File: config.mk
export PLATFORM = sky130hd
export DESIGN_NAME = sticky_least_loaded_assign_flat
export DESIGN_NICKNAME = d
export VERILOG_FILES = /design/src/rtl/slla_pkg.sv /design/src/rtl/slla_if.sv /design/src/rtl/slla_cfg.sv /design/src/rtl/slla_entry_mem.sv /design/src/rtl/slla_load_mem.sv /design/src/rtl/sticky_least_loaded_assign.sv /design/src/flat_wrapper.sv
export SDC_FILE = /design/constraint.sdc
export NUM_CORES = 2
export LEC_CHECK = 0
export BUFFER_PORTS_ARGS = -buffer_cell sky130_fd_sc_hd__buf_2
export CAP_MARGIN = 20
export CELL_PAD_IN_SITES_DETAIL_PLACEMENT = 0
export CELL_PAD_IN_SITES_GLOBAL_PLACEMENT = 2
export CORE_AREA = 2 2 612 614
export CTS_CLUSTER_SIZE = 16
export DETAILED_ROUTE_END_ITERATION = 8
export DIE_AREA = 0 0 614 616
export PLACE_DENSITY = 0.47
export SLEW_MARGIN = 20
export SYNTH_ARGS = -nofsm -noshare
export SYNTH_HDL_FRONTEND = slang
export SYNTH_SLANG_ARGS = --single-unit
File: constraint.sdc
create_clock -name i_clk -period 7.1 [get_ports i_clk]
set_input_delay 0.71 -clock i_clk [delete_from_list [all_inputs] [get_ports i_clk]]
set_output_delay 0.71 -clock i_clk [all_outputs]
set_load 0.02 [all_outputs]
File: src/rtl/slla_pkg.sv
// shared constants and types for the sticky least-loaded assignment block
`timescale 1ns / 1ps

package slla_pkg;

    localparam int SLLA_MAX_SERVERS = 8;
    localparam int SLLA_MAX_CLIENTS = 64;
    localparam int SLLA_KEY_BITS    = 32;

    localparam int KEY_IN_W   = 32;
    localparam int KEY_EXT_W  = 64;
    localparam int IDX_OUT_W  = 3;
    localparam int MASK_W     = 8;
    localparam int MASK_IDX_W = 3;
    localparam int LOAD_W     = 7;
    localparam int APB_DATA_W = 32;
    localparam int APB_ADDR_W = 3;

    localparam logic [LOAD_W-1:0] LOAD_MAX = 7'd127;

    typedef enum logic [0:0] {
        REG_ACTIVE_MASK = 1'b0
    } t_reg_idx;

endpackage

File: src/rtl/slla_if.sv
// request and response channel interfaces
`timescale 1ns / 1ps

interface slla_req_if import slla_pkg::*; ();
    logic                valid;
    logic                ready;
    logic [KEY_IN_W-1:0] client_key;

    modport source (output valid, output client_key, input ready);
    modport sink   (input valid, input client_key, output ready);
endinterface

interface slla_rsp_if import slla_pkg::*; ();
    logic                 valid;
    logic                 ready;
    logic [IDX_OUT_W-1:0] server_index;
    logic                 server_valid;
    logic                 already_assigned;
    logic                 table_full;

    modport source (output valid, output server_index, output server_valid,
                    output already_assigned, output table_full, input ready);
    modport sink   (input valid, input server_index, input server_valid,
                    input already_assigned, input table_full, output ready);
endinterface

File: src/rtl/slla_cfg.sv
// apb register file holding the active server mask
`timescale 1ns / 1ps

module slla_cfg import slla_pkg::*; (
    input  logic                  i_clk,
    input  logic                  i_rst_n,
    input  logic                  psel,
    input  logic                  penable,
    input  logic                  pwrite,
    input  logic [APB_ADDR_W-1:0] paddr,
    input  logic [APB_DATA_W-1:0] pwdata,
    output logic [APB_DATA_W-1:0] prdata,
    output logic                  pready,
    output logic [MASK_W-1:0]     o_active_mask
);

    logic [MASK_W-1:0] r_mask;
    logic              w_hit;

    assign w_hit  = (paddr[APB_ADDR_W-1] == REG_ACTIVE_MASK);
    assign pready = 1'b1;

    always_ff @(posedge i_clk) begin
        if (!i_rst_n) begin
            r_mask <= '0;
        end else if (psel && penable && pwrite && w_hit) begin
            r_mask <= pwdata[MASK_W-1:0];
        end
    end

    always_comb begin
        prdata = '0;
        if (w_hit) begin
            prdata = {{(APB_DATA_W-MASK_W){1'b0}}, r_mask};
        end
    end

    assign o_active_mask = r_mask;

endmodule

File: src/rtl/slla_entry_mem.sv
// client assignment table: key and server per entry, registered read
`timescale 1ns / 1ps

module slla_entry_mem #(
    parameter int DEPTH = 64,
    parameter int WIDTH = 35
) (
    input  logic                     i_clk,
    input  logic                     i_we,
    input  logic [$clog2(DEPTH)-1:0] i_waddr,
    input  logic [WIDTH-1:0]         i_wdata,
    input  logic [$clog2(DEPTH)-1:0] i_raddr,
    output logic [WIDTH-1:0]         o_rdata
);

    logic [WIDTH-1:0] r_mem [DEPTH];
    logic [WIDTH-1:0] r_rdata;

    always_ff @(posedge i_clk) begin
        if (i_we) begin
            r_mem[i_waddr] <= i_wdata;
        end
        r_rdata <= r_mem[i_raddr];
    end

    assign o_rdata = r_rdata;

endmodule

File: src/rtl/slla_load_mem.sv
// per-server client counts, registered read, unwritten entries read as zero
`timescale 1ns / 1ps

module slla_load_mem #(
    parameter int DEPTH = 8,
    parameter int WIDTH = 7
) (
    input  logic                     i_clk,
    input  logic                     i_rst_n,
    input  logic                     i_we,
    input  logic [$clog2(DEPTH)-1:0] i_waddr,
    input  logic [WIDTH-1:0]         i_wdata,
    input  logic [$clog2(DEPTH)-1:0] i_raddr,
    output logic [WIDTH-1:0]         o_rdata
);

    logic [WIDTH-1:0] r_mem [DEPTH];
    logic [DEPTH-1:0] r_ok;
    logic [WIDTH-1:0] r_rdata;
    logic             r_rd_ok;

    always_ff @(posedge i_clk) begin
        if (!i_rst_n) begin
            r_ok    <= '0;
            r_rd_ok <= 1'b0;
        end else begin
            if (i_we) begin
                r_ok[i_waddr] <= 1'b1;
            end
            r_rd_ok <= r_ok[i_raddr];
        end
    end

    always_ff @(posedge i_clk) begin
        if (i_we) begin
            r_mem[i_waddr] <= i_wdata;
        end
        r_rdata <= r_mem[i_raddr];
    end

    assign o_rdata = r_rd_ok ? r_rdata : '0;

endmodule

File: src/rtl/sticky_least_loaded_assign.sv
// top level: sequencer that scans the assignment table and the server counts
// steps: the request is accepted, the table is scanned for its key, and for a new key
// the server counts are scanned, ending in the decide, and then the result is registered
// a known key stops the table scan at its entry; one word at a time, a held result stalls
// reset: synchronous active low; clears the mask, the fill count and the count valid bits
// no clearing pass is needed since the table fills in order from entry zero
`timescale 1ns / 1ps

module sticky_least_loaded_assign import slla_pkg::*; #(
    parameter int MAX_SERVERS = SLLA_MAX_SERVERS,
    parameter int MAX_CLIENTS = SLLA_MAX_CLIENTS,
    parameter int KEY_BITS    = SLLA_KEY_BITS
) (
    input  logic                  i_clk,
    input  logic                  i_rst_n,
    input  logic                  psel,
    input  logic                  penable,
    input  logic                  pwrite,
    input  logic [APB_ADDR_W-1:0] paddr,
    input  logic [APB_DATA_W-1:0] pwdata,
    output logic [APB_DATA_W-1:0] prdata,
    output logic                  pready,
    slla_req_if.sink              i_req,
    slla_rsp_if.source            o_rsp
);

    localparam int SRV_W  = $clog2(MAX_SERVERS);
    localparam int SRV_CW = $clog2(MAX_SERVERS + 1);
    localparam int CLI_W  = $clog2(MAX_CLIENTS);
    localparam int CLI_CW = $clog2(MAX_CLIENTS + 1);
    localparam int ENT_W  = KEY_BITS + SRV_W;

    typedef enum logic [1:0] {
        S_IDLE,
        S_SCAN,
        S_LOAD,
        S_DONE
    } t_state;

    t_state r_state, n_state;

    logic [MASK_W-1:0]    w_mask;
    logic [KEY_EXT_W-1:0] w_key_ext;

    logic [CLI_CW-1:0]    r_rd_idx, n_rd_idx;
    logic                 r_cmp_vld, n_cmp_vld;
    logic [CLI_CW-1:0]    r_fill, n_fill;
    logic [SRV_CW-1:0]    r_ld_idx, n_ld_idx;
    logic                 r_ld_cmp_vld, n_ld_cmp_vld;
    logic                 r_found, n_found;
    logic                 r_out_vld, n_out_vld;

    logic [KEY_BITS-1:0]  r_key, n_key;
    logic [SRV_W-1:0]     r_ld_cmp_idx, n_ld_cmp_idx;
    logic [SRV_W-1:0]     r_best, n_best;
    logic [LOAD_W-1:0]    r_best_load, n_best_load;
    logic [IDX_OUT_W-1:0] r_res_idx, n_res_idx;
    logic                 r_res_sv, n_res_sv;
    logic                 r_res_aa, n_res_aa;
    logic                 r_res_tf, n_res_tf;
    logic [IDX_OUT_W-1:0] r_out_idx, n_out_idx;
    logic                 r_out_sv, n_out_sv;
    logic                 r_out_aa, n_out_aa;
    logic                 r_out_tf, n_out_tf;

    logic                 w_ent_we;
    logic [ENT_W-1:0]     w_ent_rdata;
    logic                 w_ld_we;
    logic [LOAD_W-1:0]    w_ld_wdata;
    logic [LOAD_W-1:0]    w_ld_rdata;
    logic                 w_rd_issue;
    logic                 w_ld_issue;
    logic                 w_match;
    logic [31:0]          w_ent_srv_ext;
    logic [31:0]          w_best_ext;
    logic [31:0]          w_cmp_ext;
    logic                 w_cmp_active;

    slla_cfg u_cfg (
        .i_clk         (i_clk),
        .i_rst_n       (i_rst_n),
        .psel          (psel),
        .penable       (penable),
        .pwrite        (pwrite),
        .paddr         (paddr),
        .pwdata        (pwdata),
        .prdata        (prdata),
        .pready        (pready),
        .o_active_mask (w_mask)
    );

    slla_entry_mem #(
        .DEPTH (MAX_CLIENTS),
        .WIDTH (ENT_W)
    ) u_entry_mem (
        .i_clk   (i_clk),
        .i_we    (w_ent_we),
        .i_waddr (r_fill[CLI_W-1:0]),
        .i_wdata ({r_key, r_best}),
        .i_raddr (r_rd_idx[CLI_W-1:0]),
        .o_rdata (w_ent_rdata)
    );

    slla_load_mem #(
        .DEPTH (MAX_SERVERS),
        .WIDTH (LOAD_W)
    ) u_load_mem (
        .i_clk   (i_clk),
        .i_rst_n (i_rst_n),
        .i_we    (w_ld_we),
        .i_waddr (r_best),
        .i_wdata (w_ld_wdata),
        .i_raddr (r_ld_idx[SRV_W-1:0]),
        .o_rdata (w_ld_rdata)
    );

    assign w_key_ext     = {{(KEY_EXT_W-KEY_IN_W){1'b0}}, i_req.client_key};
    assign w_rd_issue    = (r_rd_idx < r_fill);
    assign w_ld_issue    = (r_ld_idx < SRV_CW'(MAX_SERVERS));
    assign w_match       = r_cmp_vld && (w_ent_rdata[ENT_W-1:SRV_W] == r_key);
    assign w_ent_srv_ext = 32'(w_ent_rdata[SRV_W-1:0]);
    assign w_best_ext    = 32'(r_best);
    assign w_cmp_ext     = 32'(r_ld_cmp_idx);
    assign w_cmp_active  = (w_cmp_ext < 32'(MASK_W)) && w_mask[w_cmp_ext[MASK_IDX_W-1:0]];
    assign w_ld_wdata    = (r_best_load == LOAD_MAX) ? r_best_load : r_best_load + 1'b1;

    assign i_req.ready            = (r_state == S_IDLE);
    assign o_rsp.valid            = r_out_vld;
    assign o_rsp.server_index     = r_out_idx;
    assign o_rsp.server_valid     = r_out_sv;
    assign o_rsp.already_assigned = r_out_aa;
    assign o_rsp.table_full       = r_out_tf;

    always_comb begin
        n_state      = r_state;
        n_rd_idx     = r_rd_idx;
        n_cmp_vld    = r_cmp_vld;
        n_fill       = r_fill;
        n_ld_idx     = r_ld_idx;
        n_ld_cmp_vld = r_ld_cmp_vld;
        n_found      = r_found;
        n_out_vld    = r_out_vld && !o_rsp.ready;
        n_key        = r_key;
        n_ld_cmp_idx = r_ld_cmp_idx;
        n_best       = r_best;
        n_best_load  = r_best_load;
        n_res_idx    = r_res_idx;
        n_res_sv     = r_res_sv;
        n_res_aa     = r_res_aa;
        n_res_tf     = r_res_tf;
        n_out_idx    = r_out_idx;
        n_out_sv     = r_out_sv;
        n_out_aa     = r_out_aa;
        n_out_tf     = r_out_tf;
        w_ent_we     = 1'b0;
        w_ld_we      = 1'b0;
        case (r_state)
            S_IDLE: begin
                if (i_req.valid) begin
                    n_key     = w_key_ext[KEY_BITS-1:0];
                    n_rd_idx  = '0;
                    n_cmp_vld = 1'b0;
                    n_state   = S_SCAN;
                end
            end
            S_SCAN: begin
                if (w_match) begin
                    n_res_idx = w_ent_srv_ext[IDX_OUT_W-1:0];
                    n_res_sv  = 1'b1;
                    n_res_aa  = 1'b1;
                    n_res_tf  = 1'b0;
                    n_cmp_vld = 1'b0;
                    n_state   = S_DONE;
                end else if (w_rd_issue) begin
                    n_rd_idx  = r_rd_idx + 1'b1;
                    n_cmp_vld = 1'b1;
                end else if (r_cmp_vld) begin
                    n_cmp_vld = 1'b0;
                end else begin
                    n_ld_idx     = '0;
                    n_ld_cmp_vld = 1'b0;
                    n_found      = 1'b0;
                    n_state      = S_LOAD;
                end
            end
            S_LOAD: begin
                if (r_ld_cmp_vld && w_cmp_active && (!r_found || w_ld_rdata < r_best_load)) begin
                    n_found     = 1'b1;
                    n_best      = r_ld_cmp_idx;
                    n_best_load = w_ld_rdata;
                end
                if (w_ld_issue) begin
                    n_ld_idx     = r_ld_idx + 1'b1;
                    n_ld_cmp_vld = 1'b1;
                    n_ld_cmp_idx = r_ld_idx[SRV_W-1:0];
                end else if (r_ld_cmp_vld) begin
                    n_ld_cmp_vld = 1'b0;
                end else begin
                    n_state  = S_DONE;
                    n_res_aa = 1'b0;
                    if (!r_found) begin
                        n_res_idx = '0;
                        n_res_sv  = 1'b0;
                        n_res_tf  = 1'b0;
                    end else begin
                        n_res_idx = w_best_ext[IDX_OUT_W-1:0];
                        n_res_sv  = 1'b1;
                        if (r_fill == CLI_CW'(MAX_CLIENTS)) begin
                            n_res_tf = 1'b1;
                        end else begin
                            n_res_tf = 1'b0;
                            w_ent_we = 1'b1;
                            w_ld_we  = 1'b1;
                            n_fill   = r_fill + 1'b1;
                        end
                    end
                end
            end
            S_DONE: begin
                if (!r_out_vld || o_rsp.ready) begin
                    n_out_vld = 1'b1;
                    n_out_idx = r_res_idx;
                    n_out_sv  = r_res_sv;
                    n_out_aa  = r_res_aa;
                    n_out_tf  = r_res_tf;
                    n_state   = S_IDLE;
                end
            end
            default: begin
                n_state = S_IDLE;
            end
        endcase
    end

    always_ff @(posedge i_clk) begin
        if (!i_rst_n) begin
            r_state      <= S_IDLE;
            r_rd_idx     <= '0;
            r_cmp_vld    <= 1'b0;
            r_fill       <= '0;
            r_ld_idx     <= '0;
            r_ld_cmp_vld <= 1'b0;
            r_found      <= 1'b0;
            r_out_vld    <= 1'b0;
        end else begin
            r_state      <= n_state;
            r_rd_idx     <= n_rd_idx;
            r_cmp_vld    <= n_cmp_vld;
            r_fill       <= n_fill;
            r_ld_idx     <= n_ld_idx;
            r_ld_cmp_vld <= n_ld_cmp_vld;
            r_found      <= n_found;
            r_out_vld    <= n_out_vld;
        end
    end

    always_ff @(posedge i_clk) begin
        r_key        <= n_key;
        r_ld_cmp_idx <= n_ld_cmp_idx;
        r_best       <= n_best;
        r_best_load  <= n_best_load;
        r_res_idx    <= n_res_idx;
        r_res_sv     <= n_res_sv;
        r_res_aa     <= n_res_aa;
        r_res_tf     <= n_res_tf;
        r_out_idx    <= n_out_idx;
        r_out_sv     <= n_out_sv;
        r_out_aa     <= n_out_aa;
        r_out_tf     <= n_out_tf;
    end

endmodule

File: src/flat_wrapper.sv
// flat-port wrapper written by rule: the top's interface ports become plain ports
module sticky_least_loaded_assign_flat import slla_pkg::*;
#(
    parameter int MAX_SERVERS = SLLA_MAX_SERVERS,
    parameter int MAX_CLIENTS = SLLA_MAX_CLIENTS,
    parameter int KEY_BITS    = SLLA_KEY_BITS
)
  (i_clk, i_rst_n, psel, penable, pwrite, paddr, pwdata, prdata, pready, i_req_valid, i_req_client_key, i_req_ready, o_rsp_valid, o_rsp_server_index, o_rsp_server_valid, o_rsp_already_assigned, o_rsp_table_full, o_rsp_ready);
  slla_req_if i_req_i ();
  slla_rsp_if o_rsp_i ();
  input  logic i_clk;
  input  logic i_rst_n;
  input  logic psel;
  input  logic penable;
  input  logic pwrite;
  input  logic [APB_ADDR_W-1:0] paddr;
  input  logic [APB_DATA_W-1:0] pwdata;
  output logic [APB_DATA_W-1:0] prdata;
  output logic pready;
  input wire logic [$bits(i_req_i.valid)-1:0] i_req_valid;
  input wire logic [$bits(i_req_i.client_key)-1:0] i_req_client_key;
  output wire logic [$bits(i_req_i.ready)-1:0] i_req_ready;
  output wire logic [$bits(o_rsp_i.valid)-1:0] o_rsp_valid;
  output wire logic [$bits(o_rsp_i.server_index)-1:0] o_rsp_server_index;
  output wire logic [$bits(o_rsp_i.server_valid)-1:0] o_rsp_server_valid;
  output wire logic [$bits(o_rsp_i.already_assigned)-1:0] o_rsp_already_assigned;
  output wire logic [$bits(o_rsp_i.table_full)-1:0] o_rsp_table_full;
  input wire logic [$bits(o_rsp_i.ready)-1:0] o_rsp_ready;
  assign i_req_i.valid = i_req_valid;
  assign i_req_i.client_key = i_req_client_key;
  assign i_req_ready = i_req_i.ready;
  assign o_rsp_valid = o_rsp_i.valid;
  assign o_rsp_server_index = o_rsp_i.server_index;
  assign o_rsp_server_valid = o_rsp_i.server_valid;
  assign o_rsp_already_assigned = o_rsp_i.already_assigned;
  assign o_rsp_table_full = o_rsp_i.table_full;
  assign o_rsp_i.ready = o_rsp_ready;
  sticky_least_loaded_assign #(.MAX_SERVERS(MAX_SERVERS), .MAX_CLIENTS(MAX_CLIENTS), .KEY_BITS(KEY_BITS)) u_core (.i_clk(i_clk), .i_rst_n(i_rst_n), .psel(psel), .penable(penable), .pwrite(pwrite), .paddr(paddr), .pwdata(pwdata), .prdata(prdata), .pready(pready), .i_req(i_req_i), .o_rsp(o_rsp_i));
endmodule
# --- After elaboration in Yosys (flattened, before gate mapping) ---
# Memories as Yosys holds them, arrays and structs flattened. A register that Yosys moved wholly into a read port is not among the register bits.
# Index checks and enable logic that the tools add are counted.
classes:
  add_sub_neg: 4
  order_cmp: 8
  n_eq_ne: 19
  n_mux: 65
  bitwise: 5
  reduce_logical: 29
ops:
  columns: ["cell", "n"]
  rows:
  - ["7-bit 2-to-1 mux", 5]
  - ["32-bit == test", 1]
  - ["1-bit 2-to-1 mux", 31]
  - ["7-bit by 1-bit adder with 7-bit output, second input constant", 3]
  - ["3-bit by 4-bit < comparator with 1-bit output, second input constant", 4]
  - ["4-bit 2-to-1 mux", 4]
  - ["5-bit AND reduction", 3]
  - ["7-bit == test, second input constant", 2]
  - ["7-bit < comparator", 2]
  - ["2-bit 2-to-1 mux", 7]
  - ["7-bit one-hot mux with 2 select lines", 1]
  - ["3-bit 2-to-1 mux", 4]
  - ["2-bit inequality test, second input constant", 6]
  - ["1-bit one-hot mux with 2 select lines", 6]
  - ["4-bit AND reduction", 3]
  - ["2-bit by 1-bit inequality test with 1-bit output, second input constant", 5]
  - ["2-bit AND reduction", 5]
  - ["1-bit logical AND", 9]
  - ["8-bit 2-to-1 mux", 1]
  - ["8-bit bitwise OR", 1]
  - ["2-bit one-hot mux with 4 select lines", 1]
  - ["4-bit one-hot mux with 2 select lines", 1]
  - ["1-bit binary-select mux with 3-bit select", 2]
  - ["3-bit inequality test, second input constant", 2]
  - ["other kinds (13)", 21]
totals:
  ff_bits: 98
  ram_bits: 2296
  input_bits: 74
  output_inout_bits: 41
  elab_cells: 155
  mem_count: 2
mem_list:
  columns: ["memory", "words", "width", "read_ports", "rd_clocked_by_memory_dff", "wr", "line_no", "source"]
  rows:
  - ["u_core.u_entry_mem.r_mem", 64, 35, 1, 1, 1, "slla_entry_mem.sv:16", "logic [WIDTH-1:0] r_mem [DEPTH];"]
  - ["u_core.u_load_mem.r_mem", 8, 7, 1, 1, 1, "slla_load_mem.sv:17", "logic [WIDTH-1:0] r_mem [DEPTH];"]

# --- Logic depth before layout (Yosys ltp) ---
logic_depth:
  word_depth: 8
  mapped_depth: 9
  mapped_depth_nobuf: 8

# --- Cells and area by module ---
# Synthesis repeated with hierarchy kept, for this count alone.
unflattened:
  cells_unflattened: 4372
  area_unflattened_um2: 93561.0
by_module_without_submodules:
  columns: ["mod", "n_inst", "cells_per_inst", "area_each_um2", "seq_area_each_um2"]
  rows:
  - ["slla_entry_mem", 1, 3846, 86337.8, 67965.2]
  - ["sticky_least_loaded_assign", 1, 321, 3895.0, 2192.1]
  - ["slla_load_mem", 1, 134, 2731.4, 2001.9]
  - ["slla_cfg", 1, 71, 596.8, 160.2]

# --- Worst setup path after synthesis ---
# OpenSTA, ideal clock, no wires.
synth_timing:
  path_kind: "flip-flop to flip-flop"
  start: "reg u_core.r_state[0]"
  end: "mem u_core.u_entry_mem.r_mem[31][0] (enable)"
  setup_ns: 0.515
  t_arrival_ns: 4.757
  path_slack_ns: 1.828
  stages_incl_launch_ff: 8
  n_path_buf: 1
  cell_sequence: "dfxtp_1 -> inv_1 -> ha_1 -> clkbuf_1 -> nand2_1 -> nor2_1 -> nand2_1 -> nor4_1"
synth_between:
  elab_chain_len: 4
synth_rtl:
  columns: ["element", "line_no", "source"]
  rows:
  - ["start: declaration", "sticky_least_loaded_assign.sv:40", "t_state r_state, n_state;"]
  - ["start signal: assignment", "sticky_least_loaded_assign.sv:246", "r_state <= n_state;"]
  - ["2-bit == test", "sticky_least_loaded_assign.sv:157", "case (r_state)"]
  - ["1-bit 2-to-1 mux", "sticky_least_loaded_assign.sv:157", null]
  - ["1-bit 2-to-1 mux", "slla_entry_mem.sv:20", "if (i_we) begin"]
  - ["1-bit 2-to-1 mux (not written as such)", "slla_entry_mem.sv:21", "r_mem[i_waddr] <= i_wdata;"]
  - ["end: declaration", "slla_entry_mem.sv:16", null]
# Every way passes these cells.

# --- Worst setup path after layout ---
layout_timing:
  start: "reg u_core.r_state[0]"
  end: "mem u_core.u_entry_mem.r_mem[28][0] (enable)"
# The elaborated chain is that of the path after synthesis.

==> impl_results.md <==
* Status: complete, no violations
* Switching power total at 7.14 mW
* CP Data Required Time at 7.62 ns
* Chip height at about 620 µm
* RSZ-0062 raised after global routing: false
* DR vias/cell at 4.50
* MaxCap Viol Count at 0
* Synth Warn # at 0
* Fin nets at between 4000 and 5000
* DIE WIDTH at 614 µm
* Power Density at around 300 nW/µm²
* Final WL at around 260000 µm
* Hold_ws at 0.0786 ns
* Main synth FF type: edfxtp_1
* Clock buffer depth at 4
* Crit-path cells: inv_1 -> ha_1 -> nand2_1 -> nor2_1 -> nand2_1 -> nor2_1 -> nand3_1 -> nor2_4 -> buf_4
* Final setup viols at 0
* Critical path endpoint category: register
* CTS clk-pin slew, worst paths at 0.06 ns
* Placed Area at around 100000 µm²
* Synth-to-layout area growth at 18.6%
* Max stage delay cell, worst path: nor2_4
* Post-synth top area share at 76.3%
* DRT Pass-1 Iters at 5
* First-pass GRT wire length at 361000 µm
* CP peak stage delay at 1.08 ns
* Final ANT Viol Nets at 0
* Pwr Total at 32.3 mW
* Cts bufs inserted at about 280
* Worst setup path category: reg2reg
* Largest area contributor in the netlist: edfxtp_1
* Crit path launch type: register
* Sequential Power Share at between 50 and 60%
* Count of different cell masters after synthesis at between 50 and 60
* Core box area at around 370000 µm²
* Lkg Pwr at 32.3 nW
* Worst-path fanout max at 22
* Clock sink total at 2436
* Total track usage at a little over an eighth
* Wire length per cell at 27.6 µm
* Full die area at 378000 µm²
* Switch share at 22.1%
* Synth area leaders: edfxtp_1 (76%), mux4_2 (18%), dfxtp_1 (1.8%), clkbuf_1 (0.49%), nor2_1 (0.40%)
* Initial antenna violation count at 35
* I/O Buffers at 63
* Share of total power in combinational logic at 4.1%
* DRC errors left at 0
* Design Area, Final at 110000 µm²
* H-tree depth at 5
* Worst IR Drop VDD at 175 µV
* Total negative slack at 0 ns
* Cell-internal power at 25.2 mW
* Synth async-reset ratio at 0%
* Initial DRC Count at 4163
* Final worst-path cycle share at 65.2%
* Slew headroom at 23.5%
* Vias in the first global route at 44100
* GP Congestion at between 0.7 and 0.8
* Synthesized area at 92600 µm²
* Pin count of the biggest net entering global routing at 89
* EDFF count, synth at 2353
* Worst hold-check path type: in2reg
* Worst Tran Pin Value at 1.14 ns
* Fill count at 35900
* Syn Inst Count at 3818
* CTS Root Buffer Type: clkbuf_16
* Starting density of the core at 24.9%
* Num rows at 224
* Arrival time worst endpoint at 5.15 ns
* Sequential area share after synthesis at 78.1%
* Clock power share at between 40% and 50%
* Share of cells above drive strength 1 at 33.4%
* # IOs at 115
* Avg Cell Area, Syn at 24.3 µm²
* Slew Limit Fails at 0
* Hold Vio Cnt, Final at 0
* Via count at 42300
* Worst-Skew Late Latency at 0.90 ns
* Grt ovf at 0
* Minimum clock period at 4.63 ns
* Maximum clock rate at 216 MHz
* Setup Skew at 0.0600 ns
* TritonCTS clock tree: done
* DPL Wire Length at 151000 µm
* Number of synthesized register bits at 2436
## state kept, by name, summed over array words and instances (netlist names), 4 cells and up
register                    flops
u_core.r_ld_idx                 4
u_core.r_fill                   7
u_core.r_best_load              7
u_core.r_key                   32
u_core.u_load_mem.r_ok          8
u_core.u_entry_mem.r_mem     2240
u_core.r_rd_idx                 7
u_core.u_load_mem.r_mem        56
u_core.u_entry_mem.o_rdata     35
u_core.u_cfg.o_active_mask      8
u_core.u_load_mem.r_rdata       7
## synth_stat cells, types with 3 or more instances
master,n
a211oi_1,3
a21o_1,5
a21oi_1,24
a31oi_1,5
and2_1,10
and3_1,6
buf_1,61
buf_4,25
clkbuf_1,122
dfxtp_1,83
edfxtp_1,2353
ha_1,21
inv_1,24
mux2_2,8
mux2i_1,4
mux4_2,752
nand2_1,46
nand2b_1,5
nand3_1,21
nand4_1,13
nor2_1,98
nor2b_1,12
nor3_1,9
nor4_1,7
o21a_1,3
o21ai_0,13
o2bb2ai_1,3
or3_1,3
or4_1,7
xnor2_1,24
xor2_1,16
## cell type report
cell class                 count  area (µm²)  share of cell area, %
antenna                        8        20.0                 0.0182
inverter                      25        93.8                 0.0854
timing repair buffer         269        2150                   1.96
clock buffer                 364        7580                   6.90
multi-input combinational   1170       20000                   18.2
tap                         4972        6220                   5.66
clock inverter               143        1470                   1.34
sequential                  2436       72300                   65.9
## final timing paths
kind                              from                         endpoint  slack (ns)  cells after the start
setup / recovery     u_core.r_state[0]  u_core.u_entry_mem.r_mem[28][0]        2.47                      9
hold / removal    i_req_client_key[31]                 u_core.r_key[31]        0.08                      1
setup reg to reg     u_core.r_state[0]  u_core.u_entry_mem.r_mem[28][0]        2.47                      9
hold reg to reg        u_core.r_res_sv        u_core.o_rsp.server_valid        0.42                      0
## critical path, delay by kind of cell, from the launching register on
kind | cells | cell delay, ns
AND/OR/NAND/NOR | 6 | 2.93
buffers and inverters | 2 | 0.57
adder cells (fa/ha/maj) | 1 | 0.43
flip-flops | 1 | 0.34
## layer usage
layer | track usage (%) | vias up | wire length, µm
met5 | 0 | - | 28
met4 | 3.15 | 4 | 5370
met1 | 19.6 | 23600 | 120000
met2 | 21.1 | 1124 | 120000
met3 | 2.36 | 338 | 14200
li1 | - | 17200 | -
## power by group through the flow
stage	combinational [mW]	sequential (mW)	clock, mW
2_1_floorplan	0.230	17.2	0
3_3_place_gp	1.27	16.9	0
3_5_place_dp	1.34	16.9	0
4_1_cts	1.36	16.6	14.8
5_1_grt	1.46	16.6	15.3
6_report	1.32	16.6	14.4
## per-stage QoR
| step | util [%] | worst slack (ns) | std cells |
|---|---|---|---|
| 2_1_floorplan | - | 1.83 | 3841 |
| 3_3_place_gp | 27.0 | 2.52 | 8842 |
| 3_5_place_dp | 27.1 | 2.52 | 8842 |
| 4_1_cts | 29.6 | 2.48 | 9377 |
| 5_1_grt | 29.6 | 2.25 | 9380 |
| 6_report | 29.6 | 2.47 | 9387 |
## what timing repair did
item / in CTS / in global routing
endpoints found under the hold margin: 28 / 0
hold buffers: 28 / 0
setup buffers: 0 / 0
resized for setup: 0 / 0
## layout by cell type, fill, tap and decap left out, types with 25 or more instances in the layout
| cell type | netlist | layout |
|---|---|---|
| clkinv_2 | 0 | 36 |
| bufinv_16 | 0 | 25 |
| nand2_1 | 46 | 46 |
| dlygate4sd3_1 | 0 | 28 |
| edfxtp_1 | 2353 | 2353 |
| clkbuf_16 | 0 | 289 |
| mux4_2 | 752 | 752 |
| nor2_1 | 98 | 35 |
| buf_2 | 1 | 64 |
| conb_1 | 2 | 25 |
| buf_4 | 25 | 160 |
| clkbuf_1 | 122 | 68 |
| dfxtp_1 | 83 | 76 |
| nor2_4 | 0 | 63 |
| clkinv_1 | 1 | 56 |
## logic make-up after synthesis
family	after synthesis	synth area share, %
compound gates	76	0.547
xor+xnor	40	0.378
fa+ha+maj	21	0.284
buf+inv	235	1.06
flops	2436	78.1
mux	764	18.4
other cells	2	0.00811
simple gates	244	1.24
Power figures use the tool's default switching activity.
